## src/hw/rtl/ptmt_pkg.sv

```systemverilog
// Shared types, constants and helpers for the pen-to-mouse event translator.
`default_nettype none
package ptmt_pkg;

   localparam int RING_DEPTH  = 16;
   localparam int RING_IDX_W  = (RING_DEPTH > 1) ? $clog2(RING_DEPTH) : 1;
   localparam int QUEUE_DEPTH = 2;
   localparam int QUEUE_IDX_W = $clog2(QUEUE_DEPTH);
   localparam int QUEUE_CNT_W = $clog2(QUEUE_DEPTH + 1);

   localparam int POS_W   = 22;
   localparam int SCALE_W = 21;
   localparam int OFS_W   = 16;
   localparam int RAW_W   = 16;
   localparam int PROD_W  = RAW_W + 1 + SCALE_W;
   localparam int FRAC_W  = 16;
   localparam int BTN_W   = 8;
   localparam int KEY_W   = 6;
   localparam int TIME_W  = 32;
   localparam int CNT_W   = 32;
   localparam int INJ_W   = 16;

   localparam logic [2:0] KIND_PEN    = 3'd0;
   localparam logic [2:0] KIND_PEN_UP = 3'd1;
   localparam logic [2:0] KIND_KEY    = 3'd2;
   localparam logic [2:0] KIND_INJECT = 3'd3;
   localparam logic [2:0] KIND_READ   = 3'd4;
   localparam logic [2:0] KIND_RESIZE = 3'd5;

   localparam logic [1:0] CSR_SCALE_X  = 2'd0;
   localparam logic [1:0] CSR_SCALE_Y  = 2'd1;
   localparam logic [1:0] CSR_OFFSET_X = 2'd2;
   localparam logic [1:0] CSR_OFFSET_Y = 2'd3;

   localparam logic signed [SCALE_W-1:0] SCALE_X_RESET  = -21'sd16435;
   localparam logic signed [SCALE_W-1:0] SCALE_Y_RESET  = 21'sd23275;
   localparam logic signed [OFS_W-1:0]   OFFSET_X_RESET = 16'sd253;
   localparam logic signed [OFS_W-1:0]   OFFSET_Y_RESET = -16'sd23;

   localparam logic [BTN_W-1:0] BTN_PEN_MASK  = 8'h1f;
   localparam logic [BTN_W-1:0] BTN_ONE       = 8'h01;
   localparam int               SIDE_KEY_BIT  = 5;

   typedef enum logic [2:0] {
      OP_NONE,
      OP_PEN,
      OP_PEN_UP,
      OP_KEY,
      OP_INJECT,
      OP_READ,
      OP_RESIZE
   } op_type;

   typedef struct packed {
      op_type              op;
      logic [PROD_W-1:0]   prod_x;
      logic [PROD_W-1:0]   prod_y;
      logic [KEY_W-1:0]    key_mask;
      logic                key_release;
      logic [INJ_W-1:0]    inject_x;
      logic [INJ_W-1:0]    inject_y;
      logic [BTN_W-1:0]    inject_buttons;
      logic [TIME_W-1:0]   time_ms;
   } item_type;

   typedef struct packed {
      logic [POS_W-1:0]  x;
      logic [POS_W-1:0]  y;
      logic [BTN_W-1:0]  buttons;
      logic [TIME_W-1:0] time_ms;
      logic [CNT_W-1:0]  count;
   } ring_entry_type;

   localparam int RING_W = $bits(ring_entry_type);

   function automatic logic [RING_IDX_W-1:0] ring_next(input logic [RING_IDX_W-1:0] p);
      logic [RING_IDX_W-1:0] r;
      if (p == RING_IDX_W'(RING_DEPTH - 1)) r = '0;
      else r = p + 1'b1;
      return r;
   endfunction

endpackage
`default_nettype wire

```

## src/hw/rtl/pen_to_mouse_event_translator_top.sv

```systemverilog
// Top level of the pen-to-mouse event translator: calibration registers and block wiring.
//
//   channel  direction  handshake            payload
//   req      in         req_valid/req_ready  kind, raw x/y, key, inject, time
//   rsp      out        rsp_valid/rsp_ready  ready_res, resized, pos x/y, buttons, time
//   csr      in         csr_valid/csr_ready  csr_index, csr_data (always ready)
//
// Non-read transfers retire at one per cycle in the back end unless a read holds
// it; the front end multiplies and registers, then a two-entry queue decouples the
// two halves. A read uses the S_READ state (registered ring RAM read) and waits
// for the response register to drain. Synchronous reset; no clearing pass.
`default_nettype none
module pen_to_mouse_event_translator_top import ptmt_pkg::*; (
   input  wire logic                    clock,
   input  wire logic                    reset,
   input  wire logic                    req_valid,
   output logic                         req_ready,
   input  wire logic [2:0]              req_kind,
   input  wire logic [RAW_W-1:0]        req_raw_x,
   input  wire logic [RAW_W-1:0]        req_raw_y,
   input  wire logic [KEY_W-1:0]        req_key_mask,
   input  wire logic                    req_key_release,
   input  wire logic signed [INJ_W-1:0] req_inject_x,
   input  wire logic signed [INJ_W-1:0] req_inject_y,
   input  wire logic [BTN_W-1:0]        req_inject_buttons,
   input  wire logic [TIME_W-1:0]       req_time_ms,
   output logic                         rsp_valid,
   input  wire logic                    rsp_ready,
   output logic                         rsp_ready_res,
   output logic                         rsp_resized,
   output logic signed [POS_W-1:0]      rsp_pos_x,
   output logic signed [POS_W-1:0]      rsp_pos_y,
   output logic [BTN_W-1:0]             rsp_buttons_out,
   output logic [TIME_W-1:0]            rsp_event_time,
   input  wire logic                    csr_valid,
   output logic                         csr_ready,
   input  wire logic [1:0]              csr_index,
   input  wire logic [SCALE_W-1:0]      csr_data
);

   logic signed [SCALE_W-1:0] scale_x_ff;
   logic signed [SCALE_W-1:0] scale_y_ff;
   logic signed [OFS_W-1:0]   offset_x_ff;
   logic signed [OFS_W-1:0]   offset_y_ff;
   logic                      csr_write;
   logic                      fe_valid;
   logic                      fe_ready;
   item_type                  fe_item;
   logic                      q_valid;
   logic                      q_ready;
   item_type                  q_item;

   assign csr_ready = 1'b1;
   assign csr_write = csr_valid && csr_ready;

   always_ff @(posedge clock) begin
      if (reset) begin
         scale_x_ff  <= SCALE_X_RESET;
         scale_y_ff  <= SCALE_Y_RESET;
         offset_x_ff <= OFFSET_X_RESET;
         offset_y_ff <= OFFSET_Y_RESET;
      end else if (csr_write) begin
         unique case (csr_index)
            CSR_SCALE_X:  scale_x_ff  <= csr_data;
            CSR_SCALE_Y:  scale_y_ff  <= csr_data;
            CSR_OFFSET_X: offset_x_ff <= csr_data[OFS_W-1:0];
            CSR_OFFSET_Y: offset_y_ff <= csr_data[OFS_W-1:0];
            default: begin
            end
         endcase
      end
   end

   ptmt_front u_front (
      .clock              (clock),
      .reset              (reset),
      .req_valid          (req_valid),
      .req_ready          (req_ready),
      .req_kind           (req_kind),
      .req_raw_x          (req_raw_x),
      .req_raw_y          (req_raw_y),
      .req_key_mask       (req_key_mask),
      .req_key_release    (req_key_release),
      .req_inject_x       (req_inject_x),
      .req_inject_y       (req_inject_y),
      .req_inject_buttons (req_inject_buttons),
      .req_time_ms        (req_time_ms),
      .scale_x            (scale_x_ff),
      .scale_y            (scale_y_ff),
      .out_valid          (fe_valid),
      .out_ready          (fe_ready),
      .out_item           (fe_item)
   );

   ptmt_queue u_queue (
      .clock     (clock),
      .reset     (reset),
      .in_valid  (fe_valid),
      .in_ready  (fe_ready),
      .in_item   (fe_item),
      .out_valid (q_valid),
      .out_ready (q_ready),
      .out_item  (q_item)
   );

   ptmt_back u_back (
      .clock           (clock),
      .reset           (reset),
      .item_valid      (q_valid),
      .item_ready      (q_ready),
      .item            (q_item),
      .offset_x        (offset_x_ff),
      .offset_y        (offset_y_ff),
      .rsp_valid       (rsp_valid),
      .rsp_ready       (rsp_ready),
      .rsp_ready_res   (rsp_ready_res),
      .rsp_resized     (rsp_resized),
      .rsp_pos_x       (rsp_pos_x),
      .rsp_pos_y       (rsp_pos_y),
      .rsp_buttons_out (rsp_buttons_out),
      .rsp_event_time  (rsp_event_time)
   );

endmodule
`default_nettype wire

```

## src/hw/rtl/ptmt_ram.sv

```systemverilog
// Generic single-write, single-read RAM with registered read data.
`default_nettype none
module ptmt_ram #(
   parameter int WIDTH = 8,
   parameter int DEPTH = 16
) (
   input  wire logic                                   clock,
   input  wire logic                                   wr_en,
   input  wire logic [((DEPTH > 1) ? $clog2(DEPTH) : 1)-1:0] wr_addr,
   input  wire logic [WIDTH-1:0]                       wr_data,
   input  wire logic [((DEPTH > 1) ? $clog2(DEPTH) : 1)-1:0] rd_addr,
   output logic      [WIDTH-1:0]                       rd_data
);

   logic [WIDTH-1:0] mem_ff [DEPTH];
   logic [WIDTH-1:0] rd_data_ff;

   always_ff @(posedge clock) begin
      if (wr_en) mem_ff[wr_addr] <= wr_data;
      rd_data_ff <= mem_ff[rd_addr];
   end

   assign rd_data = rd_data_ff;

endmodule
`default_nettype wire

```

## src/hw/rtl/ptmt_front.sv

```systemverilog
// Front end: accepts input transfers, classifies the kind and runs the calibration multiplies.
`default_nettype none
module ptmt_front import ptmt_pkg::*; (
   input  wire logic                      clock,
   input  wire logic                      reset,
   input  wire logic                      req_valid,
   output logic                           req_ready,
   input  wire logic [2:0]                req_kind,
   input  wire logic [RAW_W-1:0]          req_raw_x,
   input  wire logic [RAW_W-1:0]          req_raw_y,
   input  wire logic [KEY_W-1:0]          req_key_mask,
   input  wire logic                      req_key_release,
   input  wire logic [INJ_W-1:0]          req_inject_x,
   input  wire logic [INJ_W-1:0]          req_inject_y,
   input  wire logic [BTN_W-1:0]          req_inject_buttons,
   input  wire logic [TIME_W-1:0]         req_time_ms,
   input  wire logic signed [SCALE_W-1:0] scale_x,
   input  wire logic signed [SCALE_W-1:0] scale_y,
   output logic                           out_valid,
   input  wire logic                      out_ready,
   output item_type                       out_item
);

   op_type   op;
   item_type item_in;
   item_type item_ff;
   logic     valid_in;
   logic     valid_ff;
   logic     accept;

   always_comb begin
      unique case (req_kind)
         KIND_PEN:    op = OP_PEN;
         KIND_PEN_UP: op = OP_PEN_UP;
         KIND_KEY:    op = OP_KEY;
         KIND_INJECT: op = OP_INJECT;
         KIND_READ:   op = OP_READ;
         KIND_RESIZE: op = OP_RESIZE;
         default:     op = OP_NONE;
      endcase
   end

   always_comb begin
      item_in.op             = op;
      item_in.prod_x         = PROD_W'($signed({1'b0, req_raw_x}) * scale_x);
      item_in.prod_y         = PROD_W'($signed({1'b0, req_raw_y}) * scale_y);
      item_in.key_mask       = req_key_mask;
      item_in.key_release    = req_key_release;
      item_in.inject_x       = req_inject_x;
      item_in.inject_y       = req_inject_y;
      item_in.inject_buttons = req_inject_buttons;
      item_in.time_ms        = req_time_ms;
   end

   assign req_ready = !valid_ff || out_ready;
   assign accept    = req_valid && req_ready;

   // unknown kinds are dropped here
   assign valid_in = accept ? (op != OP_NONE) : (valid_ff && !out_ready);

   always_ff @(posedge clock) begin
      if (reset) valid_ff <= 1'b0;
      else valid_ff <= valid_in;
   end

   always_ff @(posedge clock) begin
      if (accept) item_ff <= item_in;
   end

   assign out_valid = valid_ff;
   assign out_item  = item_ff;

endmodule
`default_nettype wire

```

## src/hw/rtl/ptmt_queue.sv

```systemverilog
// Short FIFO between the front end and the back end.
`default_nettype none
module ptmt_queue import ptmt_pkg::*; (
   input  wire logic     clock,
   input  wire logic     reset,
   input  wire logic     in_valid,
   output logic          in_ready,
   input  wire item_type in_item,
   output logic          out_valid,
   input  wire logic     out_ready,
   output item_type      out_item
);

   item_type                entry_ff [QUEUE_DEPTH];
   logic [QUEUE_IDX_W-1:0]  wr_ptr_ff, wr_ptr_in;
   logic [QUEUE_IDX_W-1:0]  rd_ptr_ff, rd_ptr_in;
   logic [QUEUE_CNT_W-1:0]  count_ff, count_in;
   logic                    push;
   logic                    pop;

   function automatic logic [QUEUE_IDX_W-1:0] q_next(input logic [QUEUE_IDX_W-1:0] p);
      logic [QUEUE_IDX_W-1:0] r;
      if (p == QUEUE_IDX_W'(QUEUE_DEPTH - 1)) r = '0;
      else r = p + 1'b1;
      return r;
   endfunction

   assign in_ready  = count_ff != QUEUE_CNT_W'(QUEUE_DEPTH);
   assign out_valid = count_ff != '0;
   assign out_item  = entry_ff[rd_ptr_ff];
   assign push      = in_valid && in_ready;
   assign pop       = out_valid && out_ready;

   always_comb begin
      wr_ptr_in = push ? q_next(wr_ptr_ff) : wr_ptr_ff;
      rd_ptr_in = pop ? q_next(rd_ptr_ff) : rd_ptr_ff;
      count_in  = count_ff;
      if (push && !pop) count_in = count_ff + 1'b1;
      else if (pop && !push) count_in = count_ff - 1'b1;
   end

   always_ff @(posedge clock) begin
      if (reset) begin
         wr_ptr_ff <= '0;
         rd_ptr_ff <= '0;
         count_ff  <= '0;
      end else begin
         wr_ptr_ff <= wr_ptr_in;
         rd_ptr_ff <= rd_ptr_in;
         count_ff  <= count_in;
      end
   end

   always_ff @(posedge clock) begin
      if (push) entry_ff[wr_ptr_ff] <= in_item;
   end

endmodule
`default_nettype wire

```

## src/hw/rtl/ptmt_back.sv

```systemverilog
// Back end: pointer state, button tracking, event ring and read responses.
`default_nettype none
module ptmt_back import ptmt_pkg::*; (
   input  wire logic                    clock,
   input  wire logic                    reset,
   input  wire logic                    item_valid,
   output logic                         item_ready,
   input  wire item_type                item,
   input  wire logic signed [OFS_W-1:0] offset_x,
   input  wire logic signed [OFS_W-1:0] offset_y,
   output logic                         rsp_valid,
   input  wire logic                    rsp_ready,
   output logic                         rsp_ready_res,
   output logic                         rsp_resized,
   output logic signed [POS_W-1:0]      rsp_pos_x,
   output logic signed [POS_W-1:0]      rsp_pos_y,
   output logic [BTN_W-1:0]             rsp_buttons_out,
   output logic [TIME_W-1:0]            rsp_event_time
);

   typedef enum logic [1:0] {
      S_RUN  = 2'b01,
      S_READ = 2'b10
   } state_type;

   state_type              state_ff, state_in;
   logic [POS_W-1:0]       cur_x_ff, cur_x_in;
   logic [POS_W-1:0]       cur_y_ff, cur_y_in;
   logic [BTN_W-1:0]       cur_buttons_ff, cur_buttons_in;
   logic [KEY_W-1:0]       modifier_ff, modifier_in;
   logic [CNT_W-1:0]       update_count_ff, update_count_in;
   logic [TIME_W-1:0]      last_time_ff, last_time_in;
   logic [RING_IDX_W-1:0]  read_ptr_ff, read_ptr_in;
   logic [RING_IDX_W-1:0]  write_ptr_ff, write_ptr_in;
   logic                   ring_full_ff, ring_full_in;
   logic [CNT_W-1:0]       seen_count_ff, seen_count_in;
   logic                   resize_ff, resize_in;
   logic                   rsp_valid_ff, rsp_valid_in;
   logic                   rsp_ready_res_ff, rsp_ready_res_in;
   logic                   rsp_resized_ff, rsp_resized_in;
   logic [POS_W-1:0]       rsp_pos_x_ff, rsp_pos_x_in;
   logic [POS_W-1:0]       rsp_pos_y_ff, rsp_pos_y_in;
   logic [BTN_W-1:0]       rsp_buttons_ff, rsp_buttons_in;
   logic [TIME_W-1:0]      rsp_time_ff, rsp_time_in;

   logic [POS_W-1:0]       cal_x, cal_y;
   logic [POS_W-1:0]       new_x, new_y;
   logic [BTN_W-1:0]       nb;
   logic [BTN_W-1:0]       key_bits;
   logic                   do_track;
   logic                   move;
   logic                   exec;
   logic                   rsp_load;
   logic                   rd_ready;
   logic                   rd_nonempty;
   logic                   ring_we;
   ring_entry_type         ring_wdata;
   ring_entry_type         ring_rdata;
   logic [RING_W-1:0]      ring_rdata_raw;

   ptmt_ram #(
      .WIDTH(RING_W),
      .DEPTH(RING_DEPTH)
   ) u_ring (
      .clock   (clock),
      .wr_en   (ring_we),
      .wr_addr (write_ptr_ff),
      .wr_data (ring_wdata),
      .rd_addr (read_ptr_ff),
      .rd_data (ring_rdata_raw)
   );

   assign ring_rdata = ring_rdata_raw;

   // floor(prod / 2^16) + offset
   assign cal_x = item.prod_x[PROD_W-1:FRAC_W] + {{(POS_W-OFS_W){offset_x[OFS_W-1]}}, offset_x};
   assign cal_y = item.prod_y[PROD_W-1:FRAC_W] + {{(POS_W-OFS_W){offset_y[OFS_W-1]}}, offset_y};
   assign key_bits = {{(BTN_W-KEY_W){1'b0}}, item.key_mask};

   always_comb begin
      do_track    = 1'b0;
      move        = 1'b0;
      new_x       = cal_x;
      new_y       = cal_y;
      nb          = cur_buttons_ff;
      modifier_in = modifier_ff;
      unique case (item.op)
         OP_PEN: begin
            do_track = 1'b1;
            move     = !cal_x[POS_W-1];
            if ((cur_buttons_ff & BTN_PEN_MASK) == '0) begin
               if (modifier_ff != '0) nb = cur_buttons_ff | {{(BTN_W-KEY_W){1'b0}}, modifier_ff};
               else nb = cur_buttons_ff | BTN_ONE;
            end
         end
         OP_PEN_UP: begin
            do_track = 1'b1;
            nb       = cur_buttons_ff & ~BTN_PEN_MASK;
         end
         OP_KEY: begin
            if (item.key_mask[SIDE_KEY_BIT] || cur_buttons_ff[0]) begin
               do_track = 1'b1;
               nb = item.key_release ? (cur_buttons_ff & ~key_bits) : (cur_buttons_ff | key_bits);
            end else if (exec) begin
               modifier_in = item.key_release ? (modifier_ff & ~item.key_mask)
                                              : (modifier_ff | item.key_mask);
            end
         end
         OP_INJECT: begin
            do_track = 1'b1;
            move     = !item.inject_x[INJ_W-1];
            new_x    = {{(POS_W-INJ_W){item.inject_x[INJ_W-1]}}, item.inject_x};
            new_y    = {{(POS_W-INJ_W){item.inject_y[INJ_W-1]}}, item.inject_y};
            nb       = item.inject_buttons;
         end
         default: begin
         end
      endcase
   end

   assign exec       = (state_ff == S_RUN) && item_valid && (item.op != OP_READ);
   assign item_ready = exec || (state_ff == S_READ);
   assign rsp_load   = state_ff == S_READ;
   assign ring_we    = exec && do_track && !ring_full_ff && (nb != cur_buttons_ff);
   assign rd_ready   = (seen_count_ff != update_count_ff) || resize_ff;
   assign rd_nonempty = read_ptr_ff != write_ptr_ff;

   always_comb begin
      ring_wdata.x       = move ? new_x : cur_x_ff;
      ring_wdata.y       = move ? new_y : cur_y_ff;
      ring_wdata.buttons = nb;
      ring_wdata.time_ms = item.time_ms;
      ring_wdata.count   = update_count_ff + 1'b1;
   end

   always_comb begin
      state_in         = state_ff;
      cur_x_in         = cur_x_ff;
      cur_y_in         = cur_y_ff;
      cur_buttons_in   = cur_buttons_ff;
      update_count_in  = update_count_ff;
      last_time_in     = last_time_ff;
      read_ptr_in      = read_ptr_ff;
      write_ptr_in     = write_ptr_ff;
      ring_full_in     = ring_full_ff;
      seen_count_in    = seen_count_ff;
      resize_in        = resize_ff;
      rsp_valid_in     = rsp_valid_ff && !rsp_ready;
      rsp_ready_res_in = rd_ready;
      rsp_resized_in   = rd_ready && resize_ff;
      rsp_pos_x_in     = cur_x_ff;
      rsp_pos_y_in     = cur_y_ff;
      rsp_buttons_in   = cur_buttons_ff;
      rsp_time_in      = last_time_ff;

      unique case (state_ff)
         S_RUN: begin
            if (item_valid && item.op == OP_READ && !rsp_valid_ff) state_in = S_READ;
            if (exec && do_track) begin
               if (move) begin
                  cur_x_in = new_x;
                  cur_y_in = new_y;
               end
               cur_buttons_in  = nb;
               update_count_in = update_count_ff + 1'b1;
               last_time_in    = item.time_ms;
            end
            if (ring_we) begin
               write_ptr_in = ring_next(write_ptr_ff);
               if (ring_next(write_ptr_ff) == read_ptr_ff) ring_full_in = 1'b1;
            end
            if (exec && item.op == OP_RESIZE) resize_in = 1'b1;
         end
         S_READ: begin
            state_in     = S_RUN;
            rsp_valid_in = 1'b1;
            if (rd_ready) begin
               ring_full_in  = 1'b0;
               resize_in     = 1'b0;
               seen_count_in = update_count_ff;
               if (rd_nonempty) begin
                  rsp_pos_x_in   = ring_rdata.x;
                  rsp_pos_y_in   = ring_rdata.y;
                  rsp_buttons_in = ring_rdata.buttons;
                  rsp_time_in    = ring_rdata.time_ms;
                  seen_count_in  = ring_rdata.count;
                  read_ptr_in    = ring_next(read_ptr_ff);
               end
            end
         end
         default: state_in = S_RUN;
      endcase
   end

   always_ff @(posedge clock) begin
      if (reset) begin
         state_ff        <= S_RUN;
         cur_x_ff        <= '0;
         cur_y_ff        <= '0;
         cur_buttons_ff  <= '0;
         modifier_ff     <= '0;
         update_count_ff <= '0;
         last_time_ff    <= '0;
         read_ptr_ff     <= '0;
         write_ptr_ff    <= '0;
         ring_full_ff    <= 1'b0;
         seen_count_ff   <= '0;
         resize_ff       <= 1'b0;
         rsp_valid_ff    <= 1'b0;
      end else begin
         state_ff        <= state_in;
         cur_x_ff        <= cur_x_in;
         cur_y_ff        <= cur_y_in;
         cur_buttons_ff  <= cur_buttons_in;
         modifier_ff     <= modifier_in;
         update_count_ff <= update_count_in;
         last_time_ff    <= last_time_in;
         read_ptr_ff     <= read_ptr_in;
         write_ptr_ff    <= write_ptr_in;
         ring_full_ff    <= ring_full_in;
         seen_count_ff   <= seen_count_in;
         resize_ff       <= resize_in;
         rsp_valid_ff    <= rsp_valid_in;
      end
   end

   always_ff @(posedge clock) begin
      if (rsp_load) begin
         rsp_ready_res_ff <= rsp_ready_res_in;
         rsp_resized_ff   <= rsp_resized_in;
         rsp_pos_x_ff     <= rsp_pos_x_in;
         rsp_pos_y_ff     <= rsp_pos_y_in;
         rsp_buttons_ff   <= rsp_buttons_in;
         rsp_time_ff      <= rsp_time_in;
      end
   end

   assign rsp_valid       = rsp_valid_ff;
   assign rsp_ready_res   = rsp_ready_res_ff;
   assign rsp_resized     = rsp_resized_ff;
   assign rsp_pos_x       = rsp_pos_x_ff;
   assign rsp_pos_y       = rsp_pos_y_ff;
   assign rsp_buttons_out = rsp_buttons_ff;
   assign rsp_event_time  = rsp_time_ff;

endmodule
`default_nettype wire
```

## config.mk

```make
export PLATFORM = sky130hd
export DESIGN_NAME = pen_to_mouse_event_translator_top
export DESIGN_NICKNAME = d
export VERILOG_FILES = /design/src/hw/rtl/ptmt_pkg.sv /design/src/hw/rtl/pen_to_mouse_event_translator_top.sv /design/src/hw/rtl/ptmt_ram.sv /design/src/hw/rtl/ptmt_front.sv /design/src/hw/rtl/ptmt_queue.sv /design/src/hw/rtl/ptmt_back.sv
export SDC_FILE = /design/constraint.sdc
export NUM_CORES = 2
export LEC_CHECK = 0
export BUFFER_PORTS_ARGS = -buffer_cell sky130_fd_sc_hd__buf_2
export CORE_UTILIZATION = 44
export DETAILED_ROUTE_END_ITERATION = 16
export PLACE_DENSITY_LB_ADDON = 0.3
export SLEW_MARGIN = 10
export SYNTH_ARGS = -nofsm -noshare
export SYNTH_HDL_FRONTEND = slang
export SYNTH_HIERARCHICAL = 1
export SYNTH_SLANG_ARGS = --single-unit
```

## constraint.sdc

```tcl
create_clock -name clock -period 21.4 [get_ports clock]
set_input_delay 3.21 -clock clock [delete_from_list [all_inputs] [get_ports clock]]
set_output_delay 3.21 -clock clock [all_outputs]
set_load 0.02 [all_outputs]
```

Yosys cells after proc, flatten, opt, wreduce, memory -nomap -nowiden:

Memories as Yosys holds them, arrays and structs flattened. A register that Yosys moved wholly into a read port is not among the register bits.
Cells that the tools add are included.

* word-level logic and storage cells: 181
* memories kept: 2
* bits in writable memories: 2172
* input bits: 142
* flip-flop bits (word level): 490

Memories
* u_back.u_ring.mem_ff: depth 16, width 116, rd ports 1, clocked after memory_dff 1, write ports 1, RTL line ptmt_ram.sv:15 `logic [WIDTH-1:0] mem_ff [DEPTH];`
* u_queue.entry_ff: depth 2, width 158, rd ports 1, clocked after memory_dff 1, write ports 1, RTL line ptmt_queue.sv:14 `item_type entry_ff [QUEUE_DEPTH];`

* reductions and logical operators: 50
* multipliers: 2
* multiplexer cells: 45
* add/subtract/negate cells: 9
* equal/unequal tests: 28
* bitwise gates (word level): 9

Operator list (number)
* 22-bit 2-to-1 mux: 8
* 32-bit 2-to-1 mux: 3
* 17-bit by 21-bit multiplier with 38-bit output: 2
* 8-bit 2-to-1 mux: 6
* 22-bit adder: 2
* 32-bit by 1-bit adder with 32-bit output, second input constant: 1
* 32-bit != test: 1
* 8-bit case mux with 4 select lines: 1
* 3-bit case mux with 6 select lines: 1
* 1-bit logical AND: 16
* 4-bit 2-to-1 mux: 4
* 8-bit by 6-bit OR with 8-bit output: 2
* 3-bit equality test, second input constant: 5
* 1-bit 2-to-1 mux: 15
* 2-bit AND reduction: 7
* 3-bit by 2-bit equality test with 1-bit output, second input constant: 4
* 1-bit logical NOT: 9
* 3-bit AND reduction: 3
* 4-bit by 1-bit adder with 4-bit output, second input constant: 2
* 8-bit AND: 1
* 4-bit equality test, second input constant: 2
* 8-bit logical NOT: 1
* 2-bit != test, second input constant: 4
* 8-bit != test: 1
* 27 further kinds: 42

Depth between registers and ports, before layout:

* depth after elaboration: 13
* mapped depth: 25
* gate-level depth less buffers: 24

Modules after synthesis:

Netlist, hierarchy kept.

Modules (own cells, without submodules)
* ptmt_ram: area each 71947.8 um^2, cells an instance 2966, instances 1
* ptmt_front: area each 29911.2 um^2, cells an instance 3048, instances 1
* ptmt_back: area each 14787.9 um^2, cells an instance 1617, instances 1
* ptmt_queue: area each 12050.3 um^2, cells an instance 516, instances 1
* pen_to_mouse_event_translator_top: area each 2961.6 um^2, cells an instance 290, instances 1

Worst setup path after synthesis:

No wires, ideal clock.

* path kind: register -> register
* start: reg with a tool-made name
* end: mem u_back/u_ring/mem_ff[0][0] (netlist name), enable pin
* stages on the path, launching flop included: 13
* slack: 9742 ps
* required time: 20667 ps
* path buffers: 4
* arrival time: 10925 ps
* cell sequence: dfxtp_1 -> buf_6 -> buf_6 -> buf_6 -> mux2_4 -> buf_2 -> or2_2 -> a32o_1 -> a221oi_2 -> a221oi_1 -> a211oi_4 -> or3b_2 -> nor3_1

RTL lines (RTL line)
* end, declared: ptmt_ram.sv:15

==> key figures <==
Die
  • Core area: between 0.2 and 0.3 sq mm
  • Std cell rows: between 150 and 200
  • Die area: slightly below 0.3 sq mm
  • Die Height: approximately 540 um
  • Initial core utilization: roughly 44%
  • Io pins: 231
  • Die width: approximately 540 um

Run
  • Max-cap violations: 0

Placed design
  • HPWL reported at the end of detailed placement: ~190 mm
  • Worst slack, placed: 11.57 ns
  • Gpl congestion: between 0.8 and 0.9
  • Port Buffers: about 230

Timing
  • Maximum clock rate: 111 MHz
  • Period utilisation layout: a little over two fifths
  • Min cycle time layout: between 9 and 10 ns
  • Final Max Slew Viols: 0
  • Final setup viols: 0
  • Slew HR: 12.2%
  • Measured slew at the worst slew-check pin: around 1.3 ns
  • Fin Setup TNS: 0 ns
  • RSZ-0062 raised after global routing: no
  • Final Skew: 0.0896 ns
  • Final hold violations: 0
  • Final WS setup: between 10 and 15 ns

Yosys
  • Mapped Area: between 0.1 and 0.15 sq mm
  • Mapped Nets: ~9300
  • Post-synthesis instance total: 8244
  • Ys Warns: 6
  • Syn_area_per_cell: between 15 and 20 sq um

Worst setup path
  • Nature of the critical path endpoint: flop
  • Critical path type: input pin to flop
  • CP top delay family: adder cells
  • CP Buf/Inv Count: 4
  • Critical-path cell list: buf_2 > nand2_1 > fa_1 > fa_1 > fa_1 > inv_1 > fa_1 > fa_1 > inv_1 > fa_1 > inv_1 > ha_1 > a211oi_2 > nor2_1 > o41ai_4 > a2bb2oi_2 > a211oi_2 > o41ai_4 > o21ai_2 > and4b_1 > or4_1
  • CP max stage delay: about 0.56 ns
  • Critical path data arrival time: around 9.6 ns
  • Startpoint types: input pin
  • CP dominant cell by count: fa_1
  • CP required: between 20 and 25 ns
  • Critical path peak fanout: 21
  • Worst path slowest cell: fa_1

Clock tree
  • Clock Path Buffers: 4
  • H-tree depth: 5
  • Clock Pin Slew Worst Setup and Hold Paths: about 0.06 ns
  • CTS-repair resized insts: 0
  • Buffers inserted by post-CTS timing repair: 0
  • Clock sinks: 2683
  • CTS Buf Count: about 280
  • TritonCTS clock tree: done
  • Clk Latency, worst-skew pair: around 0.9 ns
  • Root buffer cell: clkbuf_16
  • CTS Hold Buffers Added: 0

Power
  • Design Power: 20.4 mW
  • Power Density: ~140 mW/mm^2
  • VDD IR max: around 0.40 mV
  • Static leakage: between 50 and 60 nW

Routing
  • Routed vias/inst: about 5.6
  • Detailed Route WL: 324 mm
  • Total number of vias: approximately 70000
  • DR pass1 iterations: 6
  • Iteration-0 DRC count of the detailed router: around 6700
  • DRC viols: 0
  • Post-DR wirelength/cell: approximately 26 um
  • Post-route ant nets: 0

Final layout
  • Layout Nets: between 9000 and 10000
  • P&R area growth vs syn: 11.3%
  • Filler cells: ~24000
  • Layout cells sized above 1: roughly 17%

Global routing
  • Vias in the first global route: 72489
  • Initial antenna violation count: 14
  • GRT Total Usage: a little over a fifth
  • Total gr overflow: 0
  • Largest net degree at the start of global routing: roughly 120
  • First-pass GRT wire length: roughly 480 mm

Status
  • Status: complete, no violations

Worst hold path
  • Hold WC Path Type: flop to flop
[flip-flops by register name (all words and copies together) (netlist names), 16 cells and up, named ones only]
register	flops
u_back/rsp_pos_x	22
offset_y_ff	16
u_back/update_count_ff	32
u_back/u_ring/mem_ff	1856
offset_x_ff	16
u_back/last_time_ff	32
u_back/seen_count_ff	32
u_back/rsp_event_time	32
u_back/rsp_pos_y	22
u_back/cur_y_ff	22
u_front/out_item	126
u_back/u_ring/rd_data	116
scale_x_ff	21
u_queue/entry_ff	252
u_back/cur_x_ff	22
scale_y_ff	21
[path summary, 6_finish.rpt]
check,startpoint,to,slack [ns],depth (start not counted)
max,req_raw_y[2],u_front/out_item[115]$_DFFE_PP_,12.38,21
min,u_front/out_item[157]$_DFFE_PP_,u_queue/entry_ff[0][157]$_DFFE_PP_,0.38,0
max reg2reg,scale_y_ff[7]$_SDFFE_PP1P_,u_front/out_item[115]$_DFFE_PP_,14.23,22
min reg2reg,u_front/out_item[157]$_DFFE_PP_,u_queue/entry_ff[0][157]$_DFFE_PP_,0.38,0
[layout make-up]
type	instances	area (sq um)	area share (%)
Clock inverter	140	1660	1.16
Tap cell	3880	4850	3.41
Multi-Input combinational cell	4269	45800	32.2
Clock buffer	379	7750	5.44
Inverter	878	3300	2.32
Timing Repair Buffer	334	2080	1.46
Antenna cell	3	7.51	0.00527
Sequential cell	2683	76900	54.0
[report_power, final]
part           switching, mW  leakage [nW]  internal, mW
Combinational           5.27          22.8          3.47
Clock                   2.03          4.58          2.92
Sequential             0.152          24.3          6.59
[per-layer routing]
layer	GRT usage, %	wire [um]
met1	30.6	136000
met2	36.2	156000
met3	3.19	24300
met4	5.72	8030
met5	0	34
[metrics by stage]
stage | util, % | area, sq um | instances | hold slack [ns]
after floorplan | - | 128000 | 8244 | 0.421
after global placement | 46.1 | 133000 | 12044 | 0.425
after detailed placement | 46.1 | 133000 | 12044 | 0.431
after CTS | 49.3 | 142000 | 12563 | 0.372
after global routing | 49.3 | 142000 | 12565 | 0.384
final | 49.3 | 142000 | 12566 | 0.381
[cell usage in the layout, fill, tap and decap left out, drive strengths merged, types with 25 or more instances in the layout]
cell type     n
xnor2       113
clkbuf      379
nor3         45
nor2        326
mux2i       120
mux2        204
ha          238
nand2       711
clkinv       85
o21ai       100
inv         893
a21oi       179
edfxtp     2320
nand2b       60
nor2b        25
fa          672
a21o         29
a211oi       88
mux4        464
and2        291
dfxtp       363
bufinv       29
nand3        38
a22oi       235
xor2         63
buf         334
o21a         27
(Power assumes the default switching activity.)
